**src/design/tl_pkg.sv**
```systemverilog
// Types, constants and helper functions of the token lexer.
package tl_pkg;

    localparam int LINE_BITS_DEF = 24;
    localparam int TOKEN_LINE_W  = 24;
    localparam int MAX_RES       = 3;
    localparam int RES_CW        = 2;
    localparam int RQ_DEPTH      = 8;
    localparam int RQ_AW         = 3;
    localparam int RQ_CW         = 4;
    localparam int PADDR_W       = 3;
    localparam int REG_IDX_LSB   = 2;

    localparam logic [7:0]  MAX_LEN_RESET  = 8'd63;
    localparam logic [31:0] DEC_LIMIT      = 32'd429496729;
    localparam logic [31:0] HEX_LIMIT      = 32'h1000_0000;
    localparam logic [3:0]  DEC_LAST_DIGIT = 4'd5;
    localparam logic [4:0]  HEX_NONE       = 5'd16;
    localparam logic [7:0]  HEX_LETTER_OFS = 8'd10;

    localparam logic [7:0] CH_TAB        = 8'h09;
    localparam logic [7:0] CH_LF         = 8'h0A;
    localparam logic [7:0] CH_CR         = 8'h0D;
    localparam logic [7:0] CH_SPACE      = 8'h20;
    localparam logic [7:0] CH_STAR       = 8'h2A;
    localparam logic [7:0] CH_MINUS      = 8'h2D;
    localparam logic [7:0] CH_DOT        = 8'h2E;
    localparam logic [7:0] CH_SLASH      = 8'h2F;
    localparam logic [7:0] CH_ZERO       = 8'h30;
    localparam logic [7:0] CH_ONE        = 8'h31;
    localparam logic [7:0] CH_NINE       = 8'h39;
    localparam logic [7:0] CH_COLON      = 8'h3A;
    localparam logic [7:0] CH_EQUAL      = 8'h3D;
    localparam logic [7:0] CH_GT         = 8'h3E;
    localparam logic [7:0] CH_A_UP       = 8'h41;
    localparam logic [7:0] CH_F_UP       = 8'h46;
    localparam logic [7:0] CH_X_UP       = 8'h58;
    localparam logic [7:0] CH_Z_UP       = 8'h5A;
    localparam logic [7:0] CH_UNDERSCORE = 8'h5F;
    localparam logic [7:0] CH_A_LO       = 8'h61;
    localparam logic [7:0] CH_F_LO       = 8'h66;
    localparam logic [7:0] CH_X_LO       = 8'h78;
    localparam logic [7:0] CH_Z_LO       = 8'h7A;

    localparam logic RK_TEXT = 1'b0;
    localparam logic RK_END  = 1'b1;

    typedef enum logic [3:0] {
        M_INIT, M_IDENT, M_MINUS, M_SLASH, M_SLC,
        M_MLC, M_MLC_END, M_ZERO, M_DEC, M_HEX
    } t_mode;

    typedef enum logic [2:0] {
        TK_INVALID, TK_EOF, TK_COLON, TK_DOT,
        TK_EQUAL, TK_ARROW, TK_IDENT, TK_INTEGER
    } t_tok;

    typedef enum logic [1:0] {
        ER_NONE, ER_TOO_LONG, ER_OVERFLOW, ER_UNTERM
    } t_err;

    typedef enum logic [0:0] {
        REG_MAX_TOKEN_LENGTH
    } t_reg_idx;

    typedef struct packed {
        logic                    kind;
        logic [7:0]              text_char;
        t_tok                    token_kind;
        logic [31:0]             value;
        logic [TOKEN_LINE_W-1:0] line;
        t_err                    err;
        logic                    last;
    } t_result;

    typedef struct packed {
        logic [RES_CW-1:0]         count;
        t_result [MAX_RES-1:0]     res;
    } t_push;

    function automatic logic f_is_letter(input logic [7:0] c);
        return ((c >= CH_A_LO) && (c <= CH_Z_LO)) || ((c >= CH_A_UP) && (c <= CH_Z_UP));
    endfunction

    function automatic logic f_is_digit(input logic [7:0] c);
        return (c >= CH_ZERO) && (c <= CH_NINE);
    endfunction

    function automatic logic [4:0] f_hex_val(input logic [7:0] c);
        logic [7:0] v;
        v = '0;
        if (f_is_digit(c)) begin
            return {1'b0, c[3:0]};
        end
        if ((c >= CH_A_LO) && (c <= CH_F_LO)) begin
            v = c - CH_A_LO + HEX_LETTER_OFS;
            return {1'b0, v[3:0]};
        end
        if ((c >= CH_A_UP) && (c <= CH_F_UP)) begin
            v = c - CH_A_UP + HEX_LETTER_OFS;
            return {1'b0, v[3:0]};
        end
        return HEX_NONE;
    endfunction

    function automatic t_result f_text(input logic [7:0] c);
        t_result r;
        r            = '0;
        r.kind       = RK_TEXT;
        r.text_char  = c;
        r.token_kind = TK_INVALID;
        r.err        = ER_NONE;
        return r;
    endfunction

    function automatic t_result f_end(input t_tok k, input logic [31:0] v,
                                      input logic [TOKEN_LINE_W-1:0] ln, input t_err e);
        t_result r;
        r            = '0;
        r.kind       = RK_END;
        r.token_kind = k;
        r.value      = v;
        r.line       = ln;
        r.err        = e;
        return r;
    endfunction

endpackage

```
**src/design/tl_cfg.sv**
```systemverilog
// Configuration register file of the token lexer.
module tl_cfg
    import tl_pkg::*;
(
    input  logic               i_clk,
    input  logic               i_rst_n,
    input  logic               psel,
    input  logic               penable,
    input  logic               pwrite,
    input  logic [PADDR_W-1:0] paddr,
    input  logic [31:0]        pwdata,
    output logic [31:0]        prdata,
    output logic               pready,
    output logic [7:0]         o_max_len
);

    logic [7:0] r_max_len;
    logic       w_sel_max;

    assign w_sel_max = (paddr[PADDR_W-1:REG_IDX_LSB] == REG_MAX_TOKEN_LENGTH);
    assign pready    = 1'b1;
    assign prdata    = w_sel_max ? {24'b0, r_max_len} : 32'b0;
    assign o_max_len = r_max_len;

    always_ff @(posedge i_clk) begin
        if (!i_rst_n) begin
            r_max_len <= MAX_LEN_RESET;
        end else if (psel && penable && pwrite && w_sel_max) begin
            r_max_len <= pwdata[7:0];
        end
    end

endmodule

```
**src/design/tl_step.sv**
```systemverilog
// Input register and scan state machine: one character per cycle, unless o_in_stall holds it, into up to three results.
module tl_step
    import tl_pkg::*;
#(
    parameter int LINE_BITS = LINE_BITS_DEF
) (
    input  logic             i_clk,
    input  logic             i_rst_n,
    input  logic             i_in_valid,
    output logic             o_in_stall,
    input  logic [7:0]       i_in_char,
    input  logic             i_end_of_input,
    input  logic [7:0]       i_max_len,
    input  logic [RQ_CW-1:0] i_rq_count,
    output t_push            o_push
);

    logic                 r_in_valid;
    logic [7:0]           r_in_char;
    logic                 r_in_eof;
    t_mode                r_mode;
    logic [LINE_BITS-1:0] r_lc;
    logic [LINE_BITS-1:0] r_sl;
    logic [31:0]          r_acc;
    logic [7:0]           r_len;
    logic                 r_fin;

    logic                              w_in_take;
    logic [RQ_CW:0]                    w_need;
    logic [LINE_BITS+TOKEN_LINE_W-1:0] w_sl_ext;
    logic [LINE_BITS+TOKEN_LINE_W-1:0] w_lc_ext;
    logic [TOKEN_LINE_W-1:0]           w_old_line;
    logic [TOKEN_LINE_W-1:0]           w_cur_line;

    t_mode                 v_mode;
    logic [LINE_BITS-1:0]  v_lc;
    logic [LINE_BITS-1:0]  v_sl;
    logic [31:0]           v_acc;
    logic [7:0]            v_len;
    logic                  v_fin;
    logic [RES_CW-1:0]     v_cnt;
    t_result [MAX_RES-1:0] v_res;
    logic                  v_init;
    logic                  v_mlc;
    logic                  v_eof;
    logic [7:0]            v_c;
    logic [4:0]            v_hex;
    logic                  v_is_hex;
    logic                  v_dig_ok;
    logic                  v_over;

    assign w_need     = {1'b0, i_rq_count}
                      + (r_in_valid ? (RQ_CW + 1)'(2 * MAX_RES) : (RQ_CW + 1)'(MAX_RES));
    assign o_in_stall = (w_need > (RQ_CW + 1)'(RQ_DEPTH));
    assign w_in_take  = i_in_valid && !o_in_stall;

    assign w_sl_ext   = {{TOKEN_LINE_W{1'b0}}, r_sl};
    assign w_lc_ext   = {{TOKEN_LINE_W{1'b0}}, r_lc};
    assign w_old_line = w_sl_ext[TOKEN_LINE_W-1:0];
    assign w_cur_line = w_lc_ext[TOKEN_LINE_W-1:0];

    always_comb begin
        v_mode   = r_mode;
        v_lc     = r_lc;
        v_sl     = r_sl;
        v_acc    = r_acc;
        v_len    = r_len;
        v_fin    = r_fin;
        v_cnt    = '0;
        v_res    = '0;
        v_init   = 1'b0;
        v_mlc    = 1'b0;
        v_eof    = r_in_eof;
        v_c      = r_in_char;
        v_hex    = f_hex_val(r_in_char);
        v_is_hex = (r_mode == M_HEX);
        v_dig_ok = 1'b0;
        v_over   = 1'b0;

        if (r_fin) begin
            if (v_eof) begin
                v_sl         = r_lc;
                v_res[v_cnt] = f_end(TK_EOF, 32'b0, w_cur_line, ER_NONE);
                v_cnt        = v_cnt + RES_CW'(1);
                v_acc        = '0;
                v_len        = '0;
                v_mode       = M_INIT;
            end
        end else begin
            unique case (r_mode)
                M_INIT: begin
                    v_init = 1'b1;
                end
                M_MINUS: begin
                    if (!v_eof && (v_c == CH_GT)) begin
                        v_res[v_cnt] = f_end(TK_ARROW, 32'b0, w_old_line, ER_NONE);
                    end else begin
                        v_res[v_cnt] = f_end(TK_INVALID, 32'b0, w_old_line, ER_NONE);
                        v_init       = 1'b1;
                    end
                    v_cnt  = v_cnt + RES_CW'(1);
                    v_acc  = '0;
                    v_len  = '0;
                    v_mode = M_INIT;
                end
                M_SLASH: begin
                    if (!v_eof && (v_c == CH_SLASH)) begin
                        v_mode = M_SLC;
                    end else if (!v_eof && (v_c == CH_STAR)) begin
                        v_mode = M_MLC;
                    end else begin
                        v_res[v_cnt] = f_end(TK_INVALID, 32'b0, w_old_line, ER_NONE);
                        v_cnt        = v_cnt + RES_CW'(1);
                        v_acc        = '0;
                        v_len        = '0;
                        v_mode       = M_INIT;
                        v_init       = 1'b1;
                    end
                end
                M_SLC: begin
                    if (v_eof) begin
                        v_mode = M_INIT;
                        v_init = 1'b1;
                    end else if (v_c == CH_LF) begin
                        if (v_lc != {LINE_BITS{1'b1}}) begin
                            v_lc = v_lc + LINE_BITS'(1);
                        end
                        v_mode = M_INIT;
                    end
                end
                M_MLC: begin
                    v_mlc = 1'b1;
                end
                M_MLC_END: begin
                    if (!v_eof && (v_c == CH_SLASH)) begin
                        v_mode = M_INIT;
                    end else begin
                        v_mode = M_MLC;
                        v_mlc  = 1'b1;
                    end
                end
                M_IDENT: begin
                    if (!v_eof && (f_is_letter(v_c) || f_is_digit(v_c)
                                   || (v_c == CH_UNDERSCORE) || (v_c == CH_MINUS))) begin
                        if (v_len >= i_max_len) begin
                            v_res[v_cnt] = f_end(TK_INVALID, 32'b0, w_old_line, ER_TOO_LONG);
                            v_acc        = '0;
                            v_len        = '0;
                            v_mode       = M_INIT;
                        end else begin
                            v_len        = v_len + 8'd1;
                            v_res[v_cnt] = f_text(v_c);
                        end
                    end else begin
                        v_res[v_cnt] = f_end(TK_IDENT, 32'b0, w_old_line, ER_NONE);
                        v_acc        = '0;
                        v_len        = '0;
                        v_mode       = M_INIT;
                        v_init       = 1'b1;
                    end
                    v_cnt = v_cnt + RES_CW'(1);
                end
                M_ZERO: begin
                    if (!v_eof && ((v_c == CH_X_LO) || (v_c == CH_X_UP))) begin
                        if (v_len >= i_max_len) begin
                            v_res[v_cnt] = f_end(TK_INVALID, 32'b0, w_old_line, ER_TOO_LONG);
                            v_len        = '0;
                            v_mode       = M_INIT;
                        end else begin
                            v_len        = v_len + 8'd1;
                            v_res[v_cnt] = f_text(v_c);
                            v_mode       = M_HEX;
                        end
                    end else begin
                        if (!v_eof && (v_c >= CH_ONE) && (v_c <= CH_NINE)) begin
                            v_res[v_cnt] = f_end(TK_INVALID, 32'b0, w_old_line, ER_NONE);
                        end else begin
                            v_res[v_cnt] = f_end(TK_INTEGER, 32'b0, w_old_line, ER_NONE);
                        end
                        v_len  = '0;
                        v_mode = M_INIT;
                        v_init = 1'b1;
                    end
                    v_acc = '0;
                    v_cnt = v_cnt + RES_CW'(1);
                end
                M_DEC, M_HEX: begin
                    v_dig_ok = v_is_hex ? !v_hex[4] : f_is_digit(v_c);
                    v_over   = v_is_hex ? (r_acc >= HEX_LIMIT)
                             : ((r_acc > DEC_LIMIT)
                                || ((r_acc == DEC_LIMIT) && (v_hex[3:0] > DEC_LAST_DIGIT)));
                    if (!v_eof && v_dig_ok) begin
                        if (v_len >= i_max_len) begin
                            v_res[v_cnt] = f_end(TK_INVALID, 32'b0, w_old_line, ER_TOO_LONG);
                            v_acc        = '0;
                            v_len        = '0;
                            v_mode       = M_INIT;
                        end else if (v_over) begin
                            v_res[v_cnt] = f_end(TK_INVALID, 32'b0, w_old_line, ER_OVERFLOW);
                            v_acc        = '0;
                            v_len        = '0;
                            v_mode       = M_INIT;
                        end else begin
                            v_len        = v_len + 8'd1;
                            v_res[v_cnt] = f_text(v_c);
                            v_acc        = v_is_hex ? {r_acc[27:0], v_hex[3:0]}
                                         : ((r_acc << 3) + (r_acc << 1) + {28'b0, v_hex[3:0]});
                        end
                    end else begin
                        v_res[v_cnt] = f_end(TK_INTEGER, r_acc, w_old_line, ER_NONE);
                        v_acc        = '0;
                        v_len        = '0;
                        v_mode       = M_INIT;
                        v_init       = 1'b1;
                    end
                    v_cnt = v_cnt + RES_CW'(1);
                end
                default: begin
                    v_mode = M_INIT;
                    v_init = 1'b1;
                end
            endcase

            if (v_mlc) begin
                if (v_eof) begin
                    v_res[v_cnt] = f_end(TK_EOF, 32'b0, w_old_line, ER_UNTERM);
                    v_cnt        = v_cnt + RES_CW'(1);
                    v_acc        = '0;
                    v_len        = '0;
                    v_mode       = M_INIT;
                    v_fin        = 1'b1;
                end else if (v_c == CH_STAR) begin
                    v_mode = M_MLC_END;
                end else if (v_c == CH_LF) begin
                    if (v_lc != {LINE_BITS{1'b1}}) begin
                        v_lc = v_lc + LINE_BITS'(1);
                    end
                end
            end

            if (v_init) begin
                v_sl = v_lc;
                if (v_eof) begin
                    v_res[v_cnt] = f_end(TK_EOF, 32'b0, w_cur_line, ER_NONE);
                    v_cnt        = v_cnt + RES_CW'(1);
                    v_acc        = '0;
                    v_len        = '0;
                    v_mode       = M_INIT;
                    v_fin        = 1'b1;
                end else if ((v_c == CH_SPACE) || (v_c == CH_TAB) || (v_c == CH_CR)) begin
                    v_mode = M_INIT;
                end else if (v_c == CH_LF) begin
                    if (v_lc != {LINE_BITS{1'b1}}) begin
                        v_lc = v_lc + LINE_BITS'(1);
                    end
                end else if (v_c == CH_SLASH) begin
                    v_mode = M_SLASH;
                end else if (v_len >= i_max_len) begin
                    v_res[v_cnt] = f_end(TK_INVALID, 32'b0, w_cur_line, ER_TOO_LONG);
                    v_cnt        = v_cnt + RES_CW'(1);
                    v_acc        = '0;
                    v_len        = '0;
                    v_mode       = M_INIT;
                end else begin
                    v_len        = v_len + 8'd1;
                    v_res[v_cnt] = f_text(v_c);
                    v_cnt        = v_cnt + RES_CW'(1);
                    if ((v_c == CH_COLON) || (v_c == CH_DOT) || (v_c == CH_EQUAL)) begin
                        v_res[v_cnt] = f_end((v_c == CH_COLON) ? TK_COLON
                                             : ((v_c == CH_DOT) ? TK_DOT : TK_EQUAL),
                                             32'b0, w_cur_line, ER_NONE);
                        v_cnt        = v_cnt + RES_CW'(1);
                        v_acc        = '0;
                        v_len        = '0;
                        v_mode       = M_INIT;
                    end else if (v_c == CH_MINUS) begin
                        v_mode = M_MINUS;
                    end else if (f_is_letter(v_c)) begin
                        v_mode = M_IDENT;
                    end else if (v_c == CH_ZERO) begin
                        v_acc  = '0;
                        v_mode = M_ZERO;
                    end else if (f_is_digit(v_c)) begin
                        v_acc  = {28'b0, v_c[3:0]};
                        v_mode = M_DEC;
                    end else begin
                        v_res[v_cnt] = f_end(TK_INVALID, 32'b0, w_cur_line, ER_NONE);
                        v_cnt        = v_cnt + RES_CW'(1);
                        v_acc        = '0;
                        v_len        = '0;
                        v_mode       = M_INIT;
                    end
                end
            end
        end

        for (int i = 0; i < MAX_RES; i++) begin
            if ((RES_CW'(i) + RES_CW'(1)) == v_cnt) begin
                v_res[i].last = 1'b1;
            end
        end
    end

    assign o_push.count = r_in_valid ? v_cnt : '0;
    assign o_push.res   = v_res;

    always_ff @(posedge i_clk) begin
        if (!i_rst_n) begin
            r_in_valid <= 1'b0;
            r_mode     <= M_INIT;
            r_lc       <= '0;
            r_sl       <= '0;
            r_acc      <= '0;
            r_len      <= '0;
            r_fin      <= 1'b0;
        end else begin
            r_in_valid <= w_in_take;
            if (r_in_valid) begin
                r_mode <= v_mode;
                r_lc   <= v_lc;
                r_sl   <= v_sl;
                r_acc  <= v_acc;
                r_len  <= v_len;
                r_fin  <= v_fin;
            end
        end
    end

    always_ff @(posedge i_clk) begin
        if (w_in_take) begin
            r_in_char <= i_in_char;
            r_in_eof  <= i_end_of_input;
        end
    end

endmodule

```
**src/design/tl_fifo.sv**
```systemverilog
// Result queue: takes up to three results per cycle and hands out one beat per cycle unless i_stall holds it.
module tl_fifo
    import tl_pkg::*;
(
    input  logic             i_clk,
    input  logic             i_rst_n,
    input  t_push            i_push,
    input  logic             i_stall,
    output logic             o_valid,
    output t_result          o_head,
    output logic [RQ_CW-1:0] o_count
);

    t_result          r_mem [RQ_DEPTH];
    logic [RQ_AW-1:0] r_wr;
    logic [RQ_AW-1:0] r_rd;
    logic [RQ_CW-1:0] r_count;
    logic             w_pop;

    assign o_valid = (r_count != '0);
    assign o_head  = r_mem[r_rd];
    assign o_count = r_count;
    assign w_pop   = o_valid && !i_stall;

    always_ff @(posedge i_clk) begin
        for (int i = 0; i < MAX_RES; i++) begin
            if (RES_CW'(i) < i_push.count) begin
                r_mem[r_wr + RQ_AW'(i)] <= i_push.res[i];
            end
        end
    end

    always_ff @(posedge i_clk) begin
        if (!i_rst_n) begin
            r_wr    <= '0;
            r_rd    <= '0;
            r_count <= '0;
        end else begin
            r_wr    <= r_wr + RQ_AW'(i_push.count);
            r_rd    <= r_rd + RQ_AW'(w_pop);
            r_count <= r_count + RQ_CW'(i_push.count) - RQ_CW'(w_pop);
        end
    end

endmodule

```
**src/design/token_lexer.sv**
```systemverilog
// Token lexer top level: character channel in, token result beats out, one config register.
//
// Input channel: one character, or an end-of-input mark, per beat on i_in_valid / o_in_stall.
// Output channel: one result beat per cycle on o_out_valid / i_out_stall; each beat is a
// text character or a token end, and o_last_of_run marks the final beat of one character.
// A character gives zero to three beats.
// The character is registered at acceptance and scanned in the following cycle; the scan
// writes its beats into the result queue, and the first beat is offered on the output
// from the queue head.
// Throughput: one character per cycle while o_in_stall is low. The scan state is updated
// for each accepted character, so characters can follow back to back; the output side moves
// one beat per cycle, while i_out_stall is low, through an eight-entry result queue.
// o_in_stall rises when the queue could not hold the worst case of the character in
// the scan register plus one more, so a stalled receiver eventually stalls the sender
// without losing beats.
// max_token_length is written over the APB port at byte address 0, by the user only while
// the block is idle; the block does not enforce this. Reset clears the scan state, the line
// counter and the queue, and loads max_token_length with 63.
module token_lexer
    import tl_pkg::*;
#(
    parameter int LINE_BITS = LINE_BITS_DEF
) (
    input  logic                    i_clk,
    input  logic                    i_rst_n,
    input  logic                    i_in_valid,
    output logic                    o_in_stall,
    input  logic [7:0]              i_in_char,
    input  logic                    i_end_of_input,
    output logic                    o_out_valid,
    input  logic                    i_out_stall,
    output logic                    o_result_kind,
    output logic [7:0]              o_text_char,
    output logic [2:0]              o_token_kind,
    output logic [31:0]             o_token_value,
    output logic [TOKEN_LINE_W-1:0] o_token_line,
    output logic [1:0]              o_error_code,
    output logic                    o_last_of_run,
    input  logic                    psel,
    input  logic                    penable,
    input  logic                    pwrite,
    input  logic [PADDR_W-1:0]      paddr,
    input  logic [31:0]             pwdata,
    output logic [31:0]             prdata,
    output logic                    pready
);

    logic [7:0]       w_max_len;
    logic [RQ_CW-1:0] w_rq_count;
    t_push            w_push;
    t_result          w_head;

    tl_cfg u_cfg (
        .i_clk     (i_clk),
        .i_rst_n   (i_rst_n),
        .psel      (psel),
        .penable   (penable),
        .pwrite    (pwrite),
        .paddr     (paddr),
        .pwdata    (pwdata),
        .prdata    (prdata),
        .pready    (pready),
        .o_max_len (w_max_len)
    );

    tl_step #(
        .LINE_BITS (LINE_BITS)
    ) u_step (
        .i_clk          (i_clk),
        .i_rst_n        (i_rst_n),
        .i_in_valid     (i_in_valid),
        .o_in_stall     (o_in_stall),
        .i_in_char      (i_in_char),
        .i_end_of_input (i_end_of_input),
        .i_max_len      (w_max_len),
        .i_rq_count     (w_rq_count),
        .o_push         (w_push)
    );

    tl_fifo u_fifo (
        .i_clk   (i_clk),
        .i_rst_n (i_rst_n),
        .i_push  (w_push),
        .i_stall (i_out_stall),
        .o_valid (o_out_valid),
        .o_head  (w_head),
        .o_count (w_rq_count)
    );

    assign o_result_kind = w_head.kind;
    assign o_text_char   = w_head.text_char;
    assign o_token_kind  = w_head.token_kind;
    assign o_token_value = w_head.value;
    assign o_token_line  = w_head.line;
    assign o_error_code  = w_head.err;
    assign o_last_of_run = w_head.last;

endmodule

```
**config.mk**
```make
export PLATFORM = sky130hd
export DESIGN_NAME = token_lexer
export DESIGN_NICKNAME = d
export VERILOG_FILES = /design/src/design/tl_pkg.sv /design/src/design/tl_cfg.sv /design/src/design/tl_step.sv /design/src/design/tl_fifo.sv /design/src/design/token_lexer.sv
export SDC_FILE = /design/constraint.sdc
export NUM_CORES = 2
export LEC_CHECK = 0
export ABC_AREA = 0
export ABC_CLOCK_PERIOD_IN_PS = 12200
export CAP_MARGIN = 20
export CELL_PAD_IN_SITES_DETAIL_PLACEMENT = 1
export CELL_PAD_IN_SITES_GLOBAL_PLACEMENT = 1
export CORE_MARGIN = 2
export CORE_UTILIZATION = 35
export DETAILED_ROUTE_END_ITERATION = 6
export DONT_BUFFER_PORTS = 1
export GPL_TIMING_DRIVEN = 0
export PLACE_DENSITY = 0.55
export SYNTH_ARGS = -nofsm -noshare
export SYNTH_HDL_FRONTEND = slang
export SYNTH_SLANG_ARGS = --single-unit
```
**constraint.sdc**
```tcl
create_clock -name i_clk -period 12.2 [get_ports i_clk]
set_input_delay 3.66 -clock i_clk [delete_from_list [all_inputs] [get_ports i_clk]]
set_output_delay 3.66 -clock i_clk [all_outputs]
set_load 0.01 [all_outputs]
```
==> key figures <==
Run status
  – Run status: finished, final reports clean

Global route
  – Total gr overflow: 0
  – Number of global-route vias before repair: 32.5k
  – First-pass GRT wire length: 231 mm
  – Initial antenna violation count: 2
  – Gr usage total: 26.7%
  – Largest net degree at the start of global routing: 24

Clocking
  – CTS Buf Count: 83
  – Setup Fix Bufs, Post-CTS: 0
  – Cts repair resizes: 0
  – Maximum clock path buffer count: 3
  – Sink Count: just under 700
  – Cts hold-fix bufs: 0
  – Clock latency on the worst-skew pair: 690 ps
  – Htree depth: 3
  – CTS tree: done
  – Clock root buffer master: clkbuf_16
  – Clock slew at reported path FFs: 60 ps

Timing
  – Slew Limit Fails: 0
  – Maximum clock rate: roughly 93 MHz
  – Clk_skew: 39.9 ps
  – Final Hold Fails: 0
  – Final period util: 88.2%
  – Least-Margin Pin Slew: between 1000 and 1500 ps
  – RSZ-0062 raised after global routing: no
  – Rel. slew slack: 22.8%
  – Tmin final: approximately 11000 ps
  – Setup violators final: 0

Floorplanning
  – Total die area: 119000 um2
  – Initial Util: a little over a third
  – Die Y: roughly 340 um
  – Core ar.: 115000 um2
  – Width of the die: between 300 and 400 um
  – Site Rows: around 120
  – # IOs: 157

Logic synthesis
  – Largest family of logic cells by synthesized area: compound AO/OA/AOI/OAI gates
  – Commonest register cell after synthesis: edfxtp_1
  – Synth Area in Adders: 3.35%
  – Ys async rst share: 0%
  – Netlist cell types: 109
  – Cells after synthesis: 3727
  – Number of synthesized register bits: 689
  – Synth Area in Compound Gates: 15.3%
  – Seq/Total Area, Yosys: 48.3%
  – Post-synthesis mux area share: 13.0%
  – Number of synthesized flops with an enable pin: 577
  – Warnings, synthesis: 0
  – Syn Area/Cell: approximately 11 um2
  – Post-synthesis xor/xnor area fraction: 1.90%
  – Post-Synthesis Cell Area: just over 40000 um2
  – Synth Area in Simple Gates: around 14%

Place
  – Placed insts: 5305
  – Number of port buffers: 0
  – DP Area: approximately 43000 um2
  – Detailed placement HPWL: around 120 mm
  – RePlAce Congestion: 0.871

Detailed routing
  – DR iter-0 viols: 2942
  – Routed Antenna Nets: 0
  – Vias per cell: a little under 6
  – First-pass detailed-route iteration total: 7
  – Final WL: about 160 mm
  – WL/cell: 29.1 um
  – Vias: 32.1k
  – DRC errors left: 0

Cells and area
  – Final std cell area, no fill: 46300 um2
  – FILL cells: 12.5k
  – Area delta synth->final: 14.3%
  – Fraction of layout cells with a size suffix above 1: 13.6%
  – Nets: about 4.0k
  – Fin cells: approximately 5.5k

Setup path
  – Slowest stage delay, CP: 870 ps
  – Slowest stage cell on the critical path: nor2_1
  – WS Path Type: reg2reg
  – Worst EP required: approximately 13000 ps
  – CP startpoint kind: register
  – Data arrival time of the critical path: 11130 ps
  – Delay-heaviest family, CP: compound AO/OA/AOI/OAI gates
  – Crit path max fanout: 13
  – CP endpoint kind: register
  – Worst path buffer plus inverter count: 8

Pwr
  – Leakage: 16.6 nW
  – Pwr Density: 173 nW/um2
  – Maximum vdd drop: 0.000118 V

Min path
  – Worst min path class: reg2reg

Flow run
  – Max_cap viols: 0
[path summary, 6_finish.rpt]
kind,cells after the start,startpoint,to,slack [ps]
max reg2reg,29,u_step.r_in_char[1],u_fifo.r_mem[0][33],1440
min,2,u_cfg.o_max_len[6],u_cfg.o_max_len[6],460
min reg2reg,2,u_cfg.o_max_len[6],u_cfg.o_max_len[6],460
max,29,u_step.r_in_char[1],u_fifo.r_mem[0][33],1440
[layout make-up]
class	instances	area (um2)	area share (%)
Multi-Input combinational cell	2686	19600	42.2
Sequential cell	689	19600	42.2
Clock buffer	101	2180	4.70
Tap cell	1512	1890	4.08
Buffer	310	1330	2.88
Timing Repair Buffer	53	981	2.12
Clock inverter	52	557	1.20
Inverter	65	244	0.527
Antenna cell	1	2.50	0.00540
[cell families (layout without fill, tap and decap cells)]
family,count (synthesis),after routing
compound gates,888,888
xor+xnor,87,87
flops,689,689
buf+inv,375,581
fa+ha+maj,106,106
other cells,2,26
simple gates,1240,1240
mux,340,340
[layout by cell type, fill, tap and decap left out, types with 57 or more instances in the layout]
master     count
edfxtp_1     577
nor2_1       483
nand2_1      383
clkbuf_1     233
o21ai_0      200
a22o_1       184
a21oi_1      159
mux4_2       142
mux2i_1      118
dfxtp_1      112
ha_1         102
nand3_1       98
clkbuf_16     84
mux2_2        80
inv_1         59
xnor2_1       57
[per-layer routing]
| layer | GRT usage [%] | up-vias | routed length (um) |
|---|---|---|---|
| met3 | 3.30 | 201 | 7740 |
| met4 | 6.02 | 4 | 3440 |
| met1 | 37.5 | 16631 | 73100 |
| li1 | - | 14411 | - |
| met2 | 43.9 | 882 | 75100 |
| met5 | 0 | - | 19 |
[synth_stat cells (20+ instances only)]
library cell	instances	area, um2
a211oi_1	34	255
a21o_1	20	150
a21oi_1	159	796
a22o_1	184	1610
a22oi_1	45	338
and2_1	23	144
buf_1	31	116
buf_2	27	135
buf_4	32	240
clkbuf_1	217	815
dfxtp_1	112	2240
edfxtp_1	577	17300
ha_1	102	1280
inv_1	59	221
mux2_2	80	901
mux2i_1	118	1180
mux4_2	142	3200
nand2_1	383	1440
nand2b_1	21	131
nand3_1	98	490
nand4_1	24	150
nor2_1	483	1810
nor3_1	43	215
o211ai_1	54	405
o21ai_0	206	1030
xnor2_1	57	499
xor2_1	29	254
[worst min-delay path: stages, from the launching register on]
cell and delay (ps):
dfxtp_1 310, nand2_1 50, a21oi_1 50
[state kept, by name (all words and copies together), names as in the netlist]
name,flops
u_step.r_fin,1
u_step.r_mode,4
u_step.r_in_valid,1
u_step.r_lc,24
u_fifo.o_count,4
u_step.r_len,8
u_fifo.r_wr,3
u_step.r_in_char,8
u_fifo.r_mem,568
u_fifo.r_rd,3
u_step.r_acc,32
u_step.r_sl,24
u_step.r_in_eof,1
u_cfg.o_max_len,8
[power breakdown]
part | total [mW] | internal (mW) | switching (mW) | leakage (nW)
Sequential | 2.94 | 2.86 | 0.0879 | 6.30
Clock | 2.52 | 1.44 | 1.09 | 1.33
Combinational | 2.55 | 0.991 | 1.56 | 8.97
Total | 8.02 | 5.28 | 2.74 | 16.6
[stage by stage]
| stage | worst slack [ps] | hold slack [ps] | total power, mW | TNS [ps] | utilization [%] |
|---|---|---|---|---|---|
| 2_1_floorplan | 961 | 436 | 4.62 | 0 | - |
| 3_3_place_gp | -7660 | 445 | 5.46 | -4016100 | 37.1 |
| 3_5_place_dp | 1600 | 448 | 5.52 | 0 | 37.9 |
| 4_1_cts | 1490 | 456 | 8.04 | 0 | 40.3 |
| 5_1_grt | 938 | 476 | 8.34 | 0 | 40.4 |
| 6_report | 1440 | 455 | 8.02 | 0 | 40.4 |
(Power assumes the default switching activity.)
